### config.mk
export PLATFORM = sky130hd
export DESIGN_NAME = decimal_text_to_float
export DESIGN_NICKNAME = d
export VERILOG_FILES = /design/src/hdl/dtf_pkg.sv /design/src/hdl/dtf_front.sv /design/src/hdl/dtf_queue.sv /design/src/hdl/dtf_back.sv /design/src/hdl/decimal_text_to_float.sv
export SDC_FILE = /design/constraint.sdc
export NUM_CORES = 2
export LEC_CHECK = 0
export ABC_AREA = 1
export BUFFER_PORTS_ARGS = -buffer_cell sky130_fd_sc_hd__buf_2
export CAP_MARGIN = 20
export CORE_ASPECT_RATIO = 0.8
export CORE_MARGIN = 2
export CORE_UTILIZATION = 63
export CTS_BUF_LIST = sky130_fd_sc_hd__clkbuf_8
export DETAILED_ROUTE_END_ITERATION = 8
export PLACE_DENSITY_LB_ADDON = 0.3
export SLEW_MARGIN = 20
export SYNTH_ARGS = -nofsm -noshare
export SYNTH_HDL_FRONTEND = slang
export SYNTH_SLANG_ARGS = --single-unit
### constraint.sdc
create_clock -name clk_i -period 21.4 [get_ports clk_i]
set_input_delay 4.28 -clock clk_i [delete_from_list [all_inputs] [get_ports clk_i]]
set_output_delay 4.28 -clock clk_i [all_outputs]
set_load 0.02 [all_outputs]
### src/hdl/dtf_pkg.sv
// Shared types, constants and power-of-ten tables for the decimal text to float block.
// The tables are built at elaboration; no other file is needed.
package dtf_pkg;

  localparam int MaxSigDigits = 8;
  localparam int PosBits      = 16;
  localparam int SigBits      = 4;
  localparam int MantBits     = 27;
  localparam int DexpBits     = 16;
  localparam int XvalBits     = 10;
  localparam int PosPowCount  = 39;
  localparam int NegPowCount  = 38;

  localparam logic [31:0] FloatInf = 32'h7F80_0000;

  typedef enum logic [3:0] {
    PH_IDLE, PH_SPACE, PH_SIGNED, PH_INF1, PH_INF2, PH_MANT, PH_EXP_E, PH_EXP_SIGN, PH_EXP_DIG
  } phase_e;

  typedef enum logic [1:0] {JOB_NONE, JOB_INF, JOB_NUM} job_kind_e;

  typedef enum logic [2:0] {BK_IDLE, BK_NORM, BK_MUL, BK_RND, BK_DONE} back_state_e;

  typedef struct packed {
    job_kind_e                   kind;
    logic                        neg;
    logic [MantBits-1:0]         mant;
    logic [SigBits-1:0]          sig;
    logic signed [DexpBits-1:0]  dexp;
    logic [PosBits-1:0]          end_pos;
  } job_t;

  typedef logic [31:0] pos_pow_t [PosPowCount];
  typedef logic [31:0] neg_pow_t [NegPowCount];

  function automatic pos_pow_t gen_pos_pow();
    pos_pow_t     t;
    logic [127:0] v;
    logic [127:0] rem;
    logic [127:0] half;
    logic [127:0] mq;
    int           n;
    int           sh;
    v = 128'd1;
    for (int k = 0; k < PosPowCount; k++) begin
      if (k > 0) begin
        v = v * 128'd10;
      end
      n = 0;
      for (int i = 0; i < 128; i++) begin
        if (v[i]) begin
          n = i;
        end
      end
      if (n <= 23) begin
        mq = v << (23 - n);
      end else begin
        sh   = n - 23;
        rem  = v & ((128'd1 << sh) - 128'd1);
        half = 128'd1 << (sh - 1);
        mq   = v >> sh;
        if (rem > half || (rem == half && mq[0])) begin
          mq = mq + 128'd1;
        end
        if (mq == (128'd1 << 24)) begin
          mq = mq >> 1;
          n  = n + 1;
        end
      end
      t[k] = {1'b0, 8'(n + 127), mq[22:0]};
    end
    return t;
  endfunction

  function automatic neg_pow_t gen_neg_pow();
    neg_pow_t     t;
    logic [191:0] d;
    logic [191:0] r;
    logic [191:0] q;
    logic [191:0] rem;
    logic [191:0] half;
    logic [191:0] mq;
    int           n;
    int           sh;
    d = 192'd1;
    for (int k = 0; k < NegPowCount; k++) begin
      if (k > 0) begin
        d = d * 192'd10;
      end
      r = '0;
      q = '0;
      for (int i = 191; i >= 0; i--) begin
        r = {r[190:0], (i == 160)};
        if (r >= d) begin
          r    = r - d;
          q[i] = 1'b1;
        end
      end
      n = 0;
      for (int i = 0; i < 192; i++) begin
        if (q[i]) begin
          n = i;
        end
      end
      sh   = n - 23;
      rem  = q & ((192'd1 << sh) - 192'd1);
      half = 192'd1 << (sh - 1);
      mq   = q >> sh;
      if (rem > half || (rem == half && (r != '0 || mq[0]))) begin
        mq = mq + 192'd1;
      end
      if (mq == (192'd1 << 24)) begin
        mq = mq >> 1;
        n  = n + 1;
      end
      t[k] = {1'b0, 8'(n - 160 + 127), mq[22:0]};
    end
    return t;
  endfunction

  localparam pos_pow_t PosPow = gen_pos_pow();
  localparam neg_pow_t NegPow = gen_neg_pow();

endpackage

### src/hdl/dtf_front.sv
// Front end: parses one text byte per transfer and posts one job per finished string.
// Depends on dtf_pkg.
module dtf_front (
  input  logic          clk_i,
  input  logic          rst_ni,
  input  logic          in_valid_i,
  output logic          in_stall_o,
  input  logic [7:0]    text_byte_i,
  input  logic          string_start_i,
  input  logic          full_i,
  output logic          push_o,
  output dtf_pkg::job_t job_o
);
  import dtf_pkg::*;

  localparam logic [7:0] ChSpace = 8'h20;
  localparam logic [7:0] ChPlus  = 8'h2B;
  localparam logic [7:0] ChMinus = 8'h2D;
  localparam logic [7:0] ChPoint = 8'h2E;
  localparam logic [7:0] ChZero  = 8'h30;
  localparam logic [7:0] ChNine  = 8'h39;
  localparam logic [7:0] ChUpI   = 8'h49;
  localparam logic [7:0] ChLoI   = 8'h69;
  localparam logic [7:0] ChUpN   = 8'h4E;
  localparam logic [7:0] ChLoN   = 8'h6E;
  localparam logic [7:0] ChUpF   = 8'h46;
  localparam logic [7:0] ChLoF   = 8'h66;
  localparam logic [7:0] ChUpE   = 8'h45;
  localparam logic [7:0] ChLoE   = 8'h65;

  phase_e                     phase_q, phase_d;
  logic [MantBits-1:0]        mant_q, mant_d;
  logic [SigBits-1:0]         sig_q, sig_d;
  logic signed [DexpBits-1:0] dexp_q, dexp_d;
  logic [XvalBits-1:0]        xval_q, xval_d;
  logic                       neg_q, neg_d, point_q, point_d, xneg_q, xneg_d;
  logic [PosBits-1:0]         pos_q, pos_d, end_q, end_d;

  logic                       accept;
  logic                       is_digit;
  logic [3:0]                 digit;
  logic                       take_m;
  logic                       finish;
  logic [PosBits-1:0]         pos_inc;
  logic signed [DexpBits:0]   e_wide;
  logic signed [DexpBits-1:0] e_fin;
  phase_e                     ph;

  assign in_stall_o = full_i;
  assign accept     = in_valid_i && !full_i;
  assign is_digit   = (text_byte_i >= ChZero) && (text_byte_i <= ChNine);
  assign digit      = text_byte_i[3:0];

  always_comb begin
    phase_d = phase_q;
    mant_d  = mant_q;
    sig_d   = sig_q;
    dexp_d  = dexp_q;
    xval_d  = xval_q;
    neg_d   = neg_q;
    point_d = point_q;
    xneg_d  = xneg_q;
    pos_d   = pos_q;
    end_d   = end_q;
    push_o  = 1'b0;
    job_o   = '0;
    take_m  = 1'b0;
    finish  = 1'b0;
    ph      = PH_IDLE;
    pos_inc = '0;
    e_wide  = '0;
    e_fin   = '0;
    if (accept) begin
      if (string_start_i) begin
        phase_d = PH_SPACE;
        mant_d  = '0;
        sig_d   = '0;
        dexp_d  = '0;
        xval_d  = '0;
        neg_d   = 1'b0;
        point_d = 1'b0;
        xneg_d  = 1'b0;
        pos_d   = '0;
        end_d   = '0;
      end
      ph      = phase_d;
      pos_inc = (pos_d == '1) ? pos_d : pos_d + 1'b1;
      case (ph)
        PH_IDLE: begin
        end
        PH_SPACE, PH_SIGNED: begin
          if (ph == PH_SPACE && text_byte_i == ChSpace) begin
          end else if (ph == PH_SPACE && (text_byte_i == ChPlus || text_byte_i == ChMinus)) begin
            if (text_byte_i == ChMinus) begin
              neg_d = 1'b1;
            end
            phase_d = PH_SIGNED;
          end else if (text_byte_i == ChLoI || text_byte_i == ChUpI) begin
            phase_d = PH_INF1;
          end else if (is_digit || text_byte_i == ChPoint) begin
            take_m = 1'b1;
          end else begin
            push_o     = 1'b1;
            job_o.kind = JOB_NONE;
            phase_d    = PH_IDLE;
          end
        end
        PH_INF1: begin
          if (text_byte_i == ChLoN || text_byte_i == ChUpN) begin
            phase_d = PH_INF2;
          end else begin
            push_o     = 1'b1;
            job_o.kind = JOB_NONE;
            phase_d    = PH_IDLE;
          end
        end
        PH_INF2: begin
          push_o  = 1'b1;
          phase_d = PH_IDLE;
          if (text_byte_i == ChLoF || text_byte_i == ChUpF) begin
            job_o.kind    = JOB_INF;
            job_o.neg     = neg_d;
            job_o.end_pos = pos_inc;
          end else begin
            job_o.kind = JOB_NONE;
          end
        end
        PH_MANT: begin
          if (is_digit || (text_byte_i == ChPoint && !point_d)) begin
            take_m = 1'b1;
          end else if (text_byte_i == ChLoE || text_byte_i == ChUpE) begin
            phase_d = PH_EXP_E;
          end else begin
            finish = 1'b1;
          end
        end
        PH_EXP_E, PH_EXP_SIGN, PH_EXP_DIG: begin
          if (ph == PH_EXP_E && (text_byte_i == ChPlus || text_byte_i == ChMinus)) begin
            if (text_byte_i == ChMinus) begin
              xneg_d = 1'b1;
            end
            phase_d = PH_EXP_SIGN;
          end else if (is_digit) begin
            if (xval_d < XvalBits'(100)) begin
              xval_d = XvalBits'((xval_d << 3) + (xval_d << 1) + XvalBits'(digit));
            end
            end_d   = pos_inc;
            phase_d = PH_EXP_DIG;
          end else begin
            finish = 1'b1;
          end
        end
        default: begin
          phase_d = PH_IDLE;
        end
      endcase
      if (take_m) begin
        if (text_byte_i == ChPoint) begin
          point_d = 1'b1;
        end else if (sig_d < SigBits'(MaxSigDigits)) begin
          mant_d = MantBits'((mant_d << 3) + (mant_d << 1) + MantBits'(digit));
          if (mant_d != '0) begin
            sig_d = sig_d + 1'b1;
          end
          if (point_d && dexp_d != {1'b1, {(DexpBits-1){1'b0}}}) begin
            dexp_d = dexp_d - 1'b1;
          end
        end else if (!point_d && dexp_d != {1'b0, {(DexpBits-1){1'b1}}}) begin
          dexp_d = dexp_d + 1'b1;
        end
        end_d   = pos_inc;
        phase_d = PH_MANT;
      end
      if (finish) begin
        e_fin = dexp_d;
        if (ph == PH_EXP_DIG) begin
          if (xneg_d) begin
            e_wide = $signed({dexp_d[DexpBits-1], dexp_d}) - $signed({7'd0, xval_d});
          end else begin
            e_wide = $signed({dexp_d[DexpBits-1], dexp_d}) + $signed({7'd0, xval_d});
          end
          if (e_wide[DexpBits] != e_wide[DexpBits-1]) begin
            e_fin = e_wide[DexpBits] ? {1'b1, {(DexpBits-1){1'b0}}}
                                     : {1'b0, {(DexpBits-1){1'b1}}};
          end else begin
            e_fin = e_wide[DexpBits-1:0];
          end
        end
        push_o        = 1'b1;
        job_o.kind    = JOB_NUM;
        job_o.neg     = neg_d;
        job_o.mant    = mant_d;
        job_o.sig     = sig_d;
        job_o.dexp    = e_fin;
        job_o.end_pos = end_d;
        phase_d       = PH_IDLE;
      end
      if (ph != PH_IDLE) begin
        pos_d = pos_inc;
      end
    end
  end

  always_ff @(posedge clk_i or negedge rst_ni) begin
    if (!rst_ni) begin
      phase_q <= PH_IDLE;
      mant_q  <= '0;
      sig_q   <= '0;
      dexp_q  <= '0;
      xval_q  <= '0;
      neg_q   <= 1'b0;
      point_q <= 1'b0;
      xneg_q  <= 1'b0;
      pos_q   <= '0;
      end_q   <= '0;
    end else begin
      phase_q <= phase_d;
      mant_q  <= mant_d;
      sig_q   <= sig_d;
      dexp_q  <= dexp_d;
      xval_q  <= xval_d;
      neg_q   <= neg_d;
      point_q <= point_d;
      xneg_q  <= xneg_d;
      pos_q   <= pos_d;
      end_q   <= end_d;
    end
  end

endmodule

### src/hdl/dtf_queue.sv
// Two-entry job queue between the parser and the float back end.
// Depends on dtf_pkg.
module dtf_queue (
  input  logic          clk_i,
  input  logic          rst_ni,
  input  logic          push_i,
  input  dtf_pkg::job_t job_i,
  output logic          full_o,
  output logic          valid_o,
  input  logic          pop_i,
  output dtf_pkg::job_t job_o
);
  import dtf_pkg::*;

  job_t       mem_q [2];
  logic       wr_q, rd_q;
  logic [1:0] cnt_q;

  assign full_o  = (cnt_q == 2'd2);
  assign valid_o = (cnt_q != 2'd0);
  assign job_o   = mem_q[rd_q];

  always_ff @(posedge clk_i) begin
    if (push_i) begin
      mem_q[wr_q] <= job_i;
    end
  end

  always_ff @(posedge clk_i or negedge rst_ni) begin
    if (!rst_ni) begin
      wr_q  <= 1'b0;
      rd_q  <= 1'b0;
      cnt_q <= 2'd0;
    end else begin
      if (push_i) begin
        wr_q <= !wr_q;
      end
      if (pop_i) begin
        rd_q <= !rd_q;
      end
      cnt_q <= cnt_q + {1'b0, push_i} - {1'b0, pop_i};
    end
  end

  assert property (@(posedge clk_i) disable iff (!rst_ni) push_i |-> !full_o)
    else $error("Job pushed into a full queue.");
  assert property (@(posedge clk_i) disable iff (!rst_ni) pop_i |-> valid_o)
    else $error("Job popped from an empty queue.");

endmodule

### src/hdl/dtf_back.sv
// Back end: converts a parsed job to IEEE single, numbers in range with a
// normalize pass and one or two rounded multiplies, into an output register.
// Depends on dtf_pkg.
module dtf_back (
  input  logic          clk_i,
  input  logic          rst_ni,
  input  logic          job_valid_i,
  input  dtf_pkg::job_t job_i,
  output logic          pop_o,
  output logic          out_valid_o,
  input  logic          out_stall_i,
  output logic [31:0]   float_bits_o,
  output logic [15:0]   end_offset_o,
  output logic          range_error_o
);
  import dtf_pkg::*;

  back_state_e          state_q, state_d;
  logic [MantBits-1:0]  x_q, x_d;
  logic [7:0]           xexp_q, xexp_d;
  logic signed [16:0]   e_q, e_d;
  logic [SigBits-1:0]   sig_q, sig_d;
  logic                 neg_q, neg_d, sgn_q, sgn_d, more_q, more_d, ppath_q, ppath_d;
  logic                 rng_q, rng_d;
  logic [PosBits-1:0]   end_q, end_d;
  logic [31:0]          r_q, r_d, op_q, op_d;
  logic [47:0]          prod_q, prod_d;
  logic signed [10:0]   esum_q, esum_d;
  logic                 out_valid_q;
  logic [31:0]          out_bits_q;
  logic [15:0]          out_end_q;
  logic                 out_rng_q;
  logic                 load_out;

  logic signed [16:0]   et;
  logic signed [16:0]   e_neg;
  logic signed [10:0]   rexp;
  logic [47:0]          pn;
  logic [47:0]          pshift;
  logic [47:0]          pmask;
  logic [10:0]          samt;
  logic [5:0]           sa;
  logic [23:0]          m;
  logic                 g, st;
  logic [31:0]          res;

  assign load_out = (state_q == BK_DONE) && (!out_valid_q || !out_stall_i);

  always_comb begin
    rexp   = esum_q + $signed({10'd0, prod_q[47]});
    pn     = prod_q[47] ? prod_q : {prod_q[46:0], 1'b0};
    samt   = 11'sd1 - rexp;
    sa     = (samt > 11'd48) ? 6'd48 : samt[5:0];
    pshift = pn >> sa;
    pmask  = ~(48'hFFFF_FFFF_FFFF << sa);
    if (rexp >= 11'sd255) begin
      m   = '0;
      g   = 1'b0;
      st  = 1'b0;
      res = FloatInf;
    end else if (rexp >= 11'sd1) begin
      m   = pn[47:24];
      g   = pn[23];
      st  = |pn[22:0];
      res = {1'b0, rexp[7:0], m[22:0]} + 32'(g & (st | m[0]));
    end else begin
      m   = pshift[47:24];
      g   = pshift[23];
      st  = (|pshift[22:0]) | (|(pn & pmask));
      res = {9'd0, m[22:0]} + 32'(g & (st | m[0]));
    end
  end

  always_comb begin
    state_d = state_q;
    x_d     = x_q;
    xexp_d  = xexp_q;
    e_d     = e_q;
    sig_d   = sig_q;
    neg_d   = neg_q;
    sgn_d   = sgn_q;
    more_d  = more_q;
    ppath_d = ppath_q;
    rng_d   = rng_q;
    end_d   = end_q;
    r_d     = r_q;
    op_d    = op_q;
    prod_d  = prod_q;
    esum_d  = esum_q;
    pop_o   = 1'b0;
    et      = $signed({job_i.dexp[15], job_i.dexp}) + $signed({13'd0, job_i.sig}) - 17'sd1;
    e_neg   = -e_q;
    case (state_q)
      BK_IDLE: begin
        if (job_valid_i) begin
          pop_o   = 1'b1;
          neg_d   = job_i.neg;
          end_d   = job_i.end_pos;
          sig_d   = job_i.sig;
          e_d     = $signed({job_i.dexp[15], job_i.dexp});
          x_d     = job_i.mant;
          xexp_d  = 8'd153;
          rng_d   = 1'b0;
          sgn_d   = 1'b1;
          state_d = BK_DONE;
          case (job_i.kind)
            JOB_NONE: begin
              r_d   = '0;
              sgn_d = 1'b0;
              end_d = '0;
            end
            JOB_INF: begin
              r_d = FloatInf;
            end
            default: begin
              if (job_i.mant == '0) begin
                r_d = '0;
              end else if (et > 17'sd38) begin
                r_d   = FloatInf;
                rng_d = 1'b1;
              end else if (et < -17'sd38) begin
                r_d   = '0;
                rng_d = 1'b1;
              end else begin
                state_d = BK_NORM;
              end
            end
          endcase
        end
      end
      BK_NORM: begin
        if (x_q[MantBits-1]) begin
          r_d = {1'b0, xexp_q, x_q[25:3]} + 32'(x_q[2] & ((|x_q[1:0]) | x_q[3]));
          if (!e_q[16]) begin
            op_d    = PosPow[e_q[5:0]];
            ppath_d = 1'b1;
            more_d  = 1'b0;
          end else if (e_q < -17'sd37) begin
            op_d    = NegPow[{2'b00, sig_q}];
            e_d     = e_q + $signed({13'd0, sig_q});
            ppath_d = 1'b0;
            more_d  = 1'b1;
          end else begin
            op_d    = NegPow[e_neg[5:0]];
            ppath_d = 1'b0;
            more_d  = 1'b0;
          end
          state_d = BK_MUL;
        end else begin
          x_d    = {x_q[MantBits-2:0], 1'b0};
          xexp_d = xexp_q - 8'd1;
        end
      end
      BK_MUL: begin
        prod_d  = {1'b1, r_q[22:0]} * {1'b1, op_q[22:0]};
        esum_d  = $signed({3'd0, r_q[30:23]}) + $signed({3'd0, op_q[30:23]}) - 11'sd127;
        state_d = BK_RND;
      end
      BK_RND: begin
        r_d = res;
        if (more_q) begin
          op_d    = NegPow[e_neg[5:0]];
          more_d  = 1'b0;
          state_d = BK_MUL;
        end else begin
          rng_d   = ppath_q ? (res[30:0] == FloatInf[30:0]) : (res[30:0] == '0);
          state_d = BK_DONE;
        end
      end
      BK_DONE: begin
        if (load_out) begin
          state_d = BK_IDLE;
        end
      end
      default: begin
        state_d = BK_IDLE;
      end
    endcase
  end

  always_ff @(posedge clk_i or negedge rst_ni) begin
    if (!rst_ni) begin
      state_q     <= BK_IDLE;
      out_valid_q <= 1'b0;
    end else begin
      state_q <= state_d;
      if (load_out) begin
        out_valid_q <= 1'b1;
      end else if (!out_stall_i) begin
        out_valid_q <= 1'b0;
      end
    end
  end

  always_ff @(posedge clk_i) begin
    x_q     <= x_d;
    xexp_q  <= xexp_d;
    e_q     <= e_d;
    sig_q   <= sig_d;
    neg_q   <= neg_d;
    sgn_q   <= sgn_d;
    more_q  <= more_d;
    ppath_q <= ppath_d;
    rng_q   <= rng_d;
    end_q   <= end_d;
    r_q     <= r_d;
    op_q    <= op_d;
    prod_q  <= prod_d;
    esum_q  <= esum_d;
    if (load_out) begin
      out_bits_q <= r_q ^ {neg_q & sgn_q, 31'd0};
      out_end_q  <= end_q[15:0];
      out_rng_q  <= rng_q;
    end
  end

  assign out_valid_o   = out_valid_q;
  assign float_bits_o  = out_bits_q;
  assign end_offset_o  = out_end_q;
  assign range_error_o = out_rng_q;

  assert property (@(posedge clk_i) disable iff (!rst_ni)
    state_q == BK_MUL |-> (r_q[30:23] != 8'd0) && (op_q[30:23] != 8'd0))
    else $error("Multiplier operand is not a normal number.");
  assert property (@(posedge clk_i) disable iff (!rst_ni)
    state_q == BK_RND |-> prod_q[47] || prod_q[46])
    else $error("Product lost its leading bit.");
  assert property (@(posedge clk_i) disable iff (!rst_ni)
    pop_o |-> state_q == BK_IDLE && !$past(pop_o))
    else $error("Job taken while a conversion is still open.");

endmodule

### src/hdl/decimal_text_to_float.sv
// Top level of the decimal text to float converter.
// Depends on dtf_pkg, dtf_front, dtf_queue and dtf_back.
//
// Input channel: one text byte per transfer (in_valid_i, in_stall_o). A byte with
// string_start_i set opens a new string. Unless stalled, bytes are parsed at one
// per cycle; after reset the parser is idle, dropping bytes until a string starts.
// Output channel: one result per converted string (out_valid_o, out_stall_i) with
// the IEEE single pattern, the end offset and the range flag.
// The terminating byte posts a job into a two-entry queue. The back end takes the
// job; strings with no number, infinity, zero or range cases then go straight to
// the output register, while numbers normalize the kept integer step by step and
// run one or two multiplies, each a multiply and a rounding state, before it.
// One conversion runs in the back end at a time.
// When the receiver stalls, the result holds in the output register, the back end
// waits after its next result, and once the queue is full the input is stalled.
module decimal_text_to_float (
  input  logic        clk_i,
  input  logic        rst_ni,
  input  logic        in_valid_i,
  output logic        in_stall_o,
  input  logic [7:0]  text_byte_i,
  input  logic        string_start_i,
  output logic        out_valid_o,
  input  logic        out_stall_i,
  output logic [31:0] float_bits_o,
  output logic [15:0] end_offset_o,
  output logic        range_error_o
);
  import dtf_pkg::*;

  logic push, full, q_valid, pop;
  job_t job_in, job_out;

  dtf_front u_front (
    .clk_i          (clk_i),
    .rst_ni         (rst_ni),
    .in_valid_i     (in_valid_i),
    .in_stall_o     (in_stall_o),
    .text_byte_i    (text_byte_i),
    .string_start_i (string_start_i),
    .full_i         (full),
    .push_o         (push),
    .job_o          (job_in)
  );

  dtf_queue u_queue (
    .clk_i   (clk_i),
    .rst_ni  (rst_ni),
    .push_i  (push),
    .job_i   (job_in),
    .full_o  (full),
    .valid_o (q_valid),
    .pop_i   (pop),
    .job_o   (job_out)
  );

  dtf_back u_back (
    .clk_i         (clk_i),
    .rst_ni        (rst_ni),
    .job_valid_i   (q_valid),
    .job_i         (job_out),
    .pop_o         (pop),
    .out_valid_o   (out_valid_o),
    .out_stall_i   (out_stall_i),
    .float_bits_o  (float_bits_o),
    .end_offset_o  (end_offset_o),
    .range_error_o (range_error_o)
  );

endmodule
Word level (Yosys, flattened, before mapping)

Memory sizes are Yosys's and may differ from the RTL's.
Index checks and enable logic that the tools add are counted.
W data, S select, Z words.

Add/subtract/negate cells: 24
Multipliers: 1
Divide/modulo/power cells: 0
Order comparisons: 13
Eq/ne operators: 41
Shift-type cells: 2
Muxes and demuxes: 161
Bitwise operators: 14
Reductions and logical operators: 53

Operators by type and width:

| operator                | count |
|---|---|
| $mux W16                | 22 |
| $mux W31                | 10 |
| $mux W32                | 7 |
| $mux W27                | 7 |
| $mux W17                | 8 |
| $mux W66                | 2 |
| $and A1 B32 Y32         | 3 |
| $pmux W32 S3            | 1 |
| $mux W4                 | 18 |
| $mux W10                | 7 |
| $add A31 B32 Y32        | 2 |
| $eq A8 B7 Y1 const B    | 8 |
| $pmux W32 S2            | 1 |
| $pmux W31 S2            | 1 |
| $mux W1                 | 54 |
| $pmux W27 S2            | 1 |
| $and A48 B48 Y48        | 1 |
| $mul A24 B24 Y48        | 1 |
| $mux W48                | 1 |
| $not A48 Y48            | 1 |
| $reduce_or A48 Y1       | 1 |
| $shl A48 B6 Y48 const A | 1 |
| $shr A48 B6 Y47         | 1 |
| $reduce_or A23 Y1       | 2 |
| 81 further kinds        | 148 |

Flip-flop bits (word level): 352
Latch bits: 0
Memory bits (writable): 132
Bits in read-only memories: 6144
Bits of input ports: 13
Output and inout port bits: 51
Word-level logic and storage cells: 347
Memories kept: 4

Memory list:

| name            | words | width | rd ports | clocked after Yosys merged registers in | write ports | RTL line        | text |
|---|---|---|---|---|---|---|---|
| (no name shown) | 64    | 32    | 1        | 0                                       | 0           | dtf_back.sv:135 | `op_d = PosPow[e_q[5:0]];` |
| (no name shown) | 64    | 32    | 1        | 0                                       | 0           | dtf_back.sv:139 | `op_d = NegPow[{2'b00, sig_q}];` |
| (no name shown) | 64    | 32    | 1        | 0                                       | 0           | dtf_back.sv:144 | `op_d = NegPow[e_neg[5:0]];` |
| u_queue.mem_q   | 2     | 66    | 1        | 0                                       | 1           | dtf_queue.sv:15 | `job_t mem_q [2];` |

Longest topological paths before layout

Depth in word-level cells: 22
Depth in mapped cells: 42
Mapped depth without buffers: 41

Modules after synthesis

Synthesis repeated with hierarchy kept, for this count alone.

Cell total of the unflattened synthesis: 7553
Area total of the unflattened synthesis: 56197.6 sq um

Modules (own cells, without submodules):

| module    | instances | cells an instance | area an instance (sq um) | sequential area each (sq um) |
|---|---|---|---|---|
| dtf_back  | 1         | 5363              | 39919.5                  | 7517.2 |
| dtf_front | 1         | 1821              | 11157.0                  | 2402.3 |
| dtf_queue | 1         | 369               | 5121.2                   | 4063.9 |

Worst setup path after synthesis

No wires, ideal clock.

Path kind: in2reg
Start point: input string_start_i
End point: memory u_queue.mem_q[0][25] (netlist name) (data pin)
Setup time: 280 ps
Arrival time: 10209 ps
Required time: 21120 ps
Path slack: 10911 ps
Stages: 35
Path buffers: 5
Cells stage by stage: buf_2 buf_4 clkbuf_1 buf_1 nor2_1 fa_1 inv_1 fa_1 or2_2 o21ai_0 nor2_1 o21ai_0 a21oi_1 xor2_1 ha_1 nand2_1 nor3_1 nand2_1 o211ai_1 a21oi_1 o21bai_1 a21oi_1 o21bai_1 a21oi_1 o21bai_1 nand2_1 nand2_1 a21oi_1 xnor2_1 ha_1 inv_1 clkbuf_1 nand2_1 a21oi_1 a211oi_1

RTL lines:

| item               | RTL line                    | text |
|---|---|---|
| start: declaration | decimal_text_to_float.sv:22 | `input logic string_start_i,` |
| end: declaration   | dtf_queue.sv:15             |  |

==> run_results.csv <==
group,metric,value,unit
cells_and_area,fin_cells,8146,
critical_path,critPathLaunchType,"input port",
cells_and_area,nets,7798,
synth,ys_warn_count,0,
critical_path,reg2reg_from,"u_back.r_q[8]",
synth,synth.largest_area_cell,"edfxtp_1",
floorplan,num_rows,95,
synth,synthCells,6989,
worst_hold_path,hold_class,"flop to flop",
drt,wl,167900,um
sta,max_freq,0.08319,GHz
place,portBuffers,63,
critical_path,required,21.80,ns
worst_hold_path,min_from,"u_back.end_q[9]",
critical_path,crit_type,"input port to flop",
synth,async_flop_share,0.2149,
critical_path,critical_path.endpoint,"u_queue.mem_q[0][18]",
drt,viasPerCell,6.009,
critical_path,path_max_fanout,76,
synth,ys_seq_area_frac,0.2601,
clock_tree,h-tree-depth,3,
critical_path,startpoint,"string_start_i",
place,dp_hpwl,126300,um
synth,synth_area,53880,sq um
clock_tree,postCtsHoldBufs,0,
place,gp_congestion,1.049,
run,drv_cap,0,
critical_path,ff2ff_path_depth,32,
grt,grt_overflow,0,
floorplan,ios,64,
drt,drt_iter0_drc,6074,
sta,post-route-min-period,12.02,ns
grt,grt_max_degree,77,
clock_tree,post-cts-setup-buffer-count,0,
run_status,status,"finished with violations",
clock_tree,cts.sinks,484,
place,place_area,55270,sq um
sta,period_share,0.5617,
synth,synth_area_per_cell,7.710,sq um
floorplan,die_x,331.0,um
drt,firstDrtPassIters,8,
cells_and_area,syn2layout_area_growth,6.149,%
cells_and_area,fin_util,0.6777,
synth,yosys-top-cells-area,"edfxtp_1 21%, fa_1 18%, nand2_1 11%",
critical_path,r2r_setup_slack,13.14,ns
clock_tree,clock-root-buffer,"clkbuf_8",
drt,final_antenna_net_count,0,
floorplan,die_y,265.6,um
critical_path,cpMostUsedCell,"inv_1",
cells_and_area,design_area,57200,sq um
cells_and_area,drive_gt1_frac,0.06032,
clock_tree,clk_latency,0.74,ns
critical_path,r2r_end,"u_back.prod_q[46]",
clock_tree,cts_resized,0,
place,dpl.cell_count,7985,
drt,wl_per_cell,20.61,um
grt,grt_pass1_vias,47310,
synth,synth_cell_types,66,
synth,netlist.area_leader.share,0.2118,
floorplan,start_util,0.6385,
grt,grt_util_all_layers,0.3841,
sta,final-setup-viol-count,0,
clock_tree,cts_tree,"built",
cells_and_area,fillers,7035,
sta,finClkSkew,0.05923,ns
synth,ys_ff_latch,484,
cells_and_area,layout_common_cells,"1556 x nand2_1, 1386 x inv_1, 564 x nor2_1",
sta,tns,0,ns
synth,synthFlopType,"edfxtp_1",
synth,synth_fp_nets,7829,
critical_path,cpPeakStageDelay,0.60,ns
run_status,violations,"DRC",
sta,rsz0062_at_grt,"false",
grt,grt_antenna_before_repair,1,
drt,vias,48950,
clock_tree,cts_inserted_buffers,84,
sta,hold_viol,0,
critical_path,end_kind,"flop",
clock_tree,clk_pin_slew,0.06,ns
synth,synth_edf_count,380,
floorplan,core-area,84390,sq um
cells_and_area,mostFrequentLayoutCell,"nand2_1",
critical_path,cp_slowest_cell,"inv_1",
floorplan,die_area,87900,sq um
grt,grt_pass1_wl,263900,um
drt,drc,1,
sta,tightest_slew,1.213,ns
sta,finalMaxSlewViolations,0,
sta,slew_headroom,0.1828,
clock_tree,cts_buffer_depth,3,
critical_path,cp.arrival,12.42,ns
## metal layers
metal	global-route usage	vias up	routed length (um)
met3	0.08755	340	19740
met4	0.09666	2	4447
met2	0.5589	2931	70710
li1	-	22250	-
met1	0.5794	23430	72990
met5	0	-	13
## worst min-delay path by stage
stage,end,slack [ns],cells after the start
2_1_floorplan,u_back.end_offset_o[0],0.40,0
3_3_place_gp,u_back.end_offset_o[7],0.41,0
3_5_place_dp,u_back.end_offset_o[15],0.41,0
4_1_cts,u_back.end_offset_o[9],0.42,0
5_1_grt,u_back.end_offset_o[9],0.44,0
6_report,u_back.end_offset_o[9],0.42,0
## final cells by class
class,count,area [sq um],area share
Antenna cell,2,5.005,0.00008750
Clock buffer,92,1266,0.02214
Clock inverter,65,634.4,0.01109
Inverter,1393,5230,0.09144
Multi-Input combinational cell,4832,33580,0.5871
Sequential cell,484,14010,0.2450
Tap cell,1115,1395,0.02439
Timing Repair Buffer,163,1074,0.01877
## sequential cells by signal (all words and copies together), names as in the netlist, 17 cells and up
register / count
u_back.x_q: 27
u_back.op_q: 31
u_front.mant_q: 27
u_queue.mem_q: 132
u_back.prod_q: 48
u_back.float_bits_o: 32
u_back.r_q: 32
u_back.e_q: 17
## critical path: cells and delay by family
family          cells  cell delay (ns)
compound gates     16             2.78
xor+xnor            2             0.49
fa+ha+maj           3             0.82
buf+inv            10             2.10
simple gates       11             1.89
## cells by family after synthesis
group	count (synthesis)	synth area share
fa+ha+maj	827	0.2604
flops	484	0.2601
mux	31	0.005759
buf+inv	1673	0.1179
xor+xnor	169	0.02747
simple gates	2734	0.2124
compound gates	1071	0.1160
## Yosys cell counts, types with 9 or more instances
| cell type | count |
|---|---|
| o22ai_1 | 74 |
| nand4_1 | 83 |
| clkinv_1 | 11 |
| a21oi_1 | 270 |
| o21ai_0 | 432 |
| o31ai_1 | 16 |
| xor2_1 | 121 |
| inv_1 | 1374 |
| nor3_1 | 73 |
| fa_1 | 491 |
| mux2i_1 | 31 |
| nor4_1 | 25 |
| a21boi_0 | 9 |
| nor2_1 | 568 |
| o2111ai_1 | 19 |
| clkbuf_1 | 221 |
| o211ai_1 | 52 |
| or2_2 | 62 |
| o21a_1 | 11 |
| a31oi_1 | 32 |
| buf_2 | 30 |
| o21bai_1 | 25 |
| a22oi_1 | 15 |
| o221ai_1 | 15 |
| nand3_1 | 297 |
| o21ai_1 | 15 |
| nand2_1 | 1556 |
| nand2_2 | 14 |
| nor2_2 | 15 |
| a211oi_1 | 21 |
| dfrtp_1 | 104 |
| edfxtp_1 | 380 |
| xnor2_1 | 48 |
| o32ai_1 | 17 |
| nand3b_1 | 13 |
| buf_1 | 21 |
| ha_1 | 336 |
| o311ai_0 | 12 |
## per-stage QoR
| stage | setup slack [ns] | hold slack (ns) |
|---|---|---|
| after floorplan | 10.91 | 0.4003 |
| after global placement | 9.136 | 0.4054 |
| after detailed placement | 8.895 | 0.4082 |
| after CTS | 9.596 | 0.4227 |
| after global routing | 8.543 | 0.4389 |
| final | 9.380 | 0.4213 |
Power is left out: the tool's default activity adds up to more than one toggle a clock period on the data nets, which glitch-free logic cannot reach.
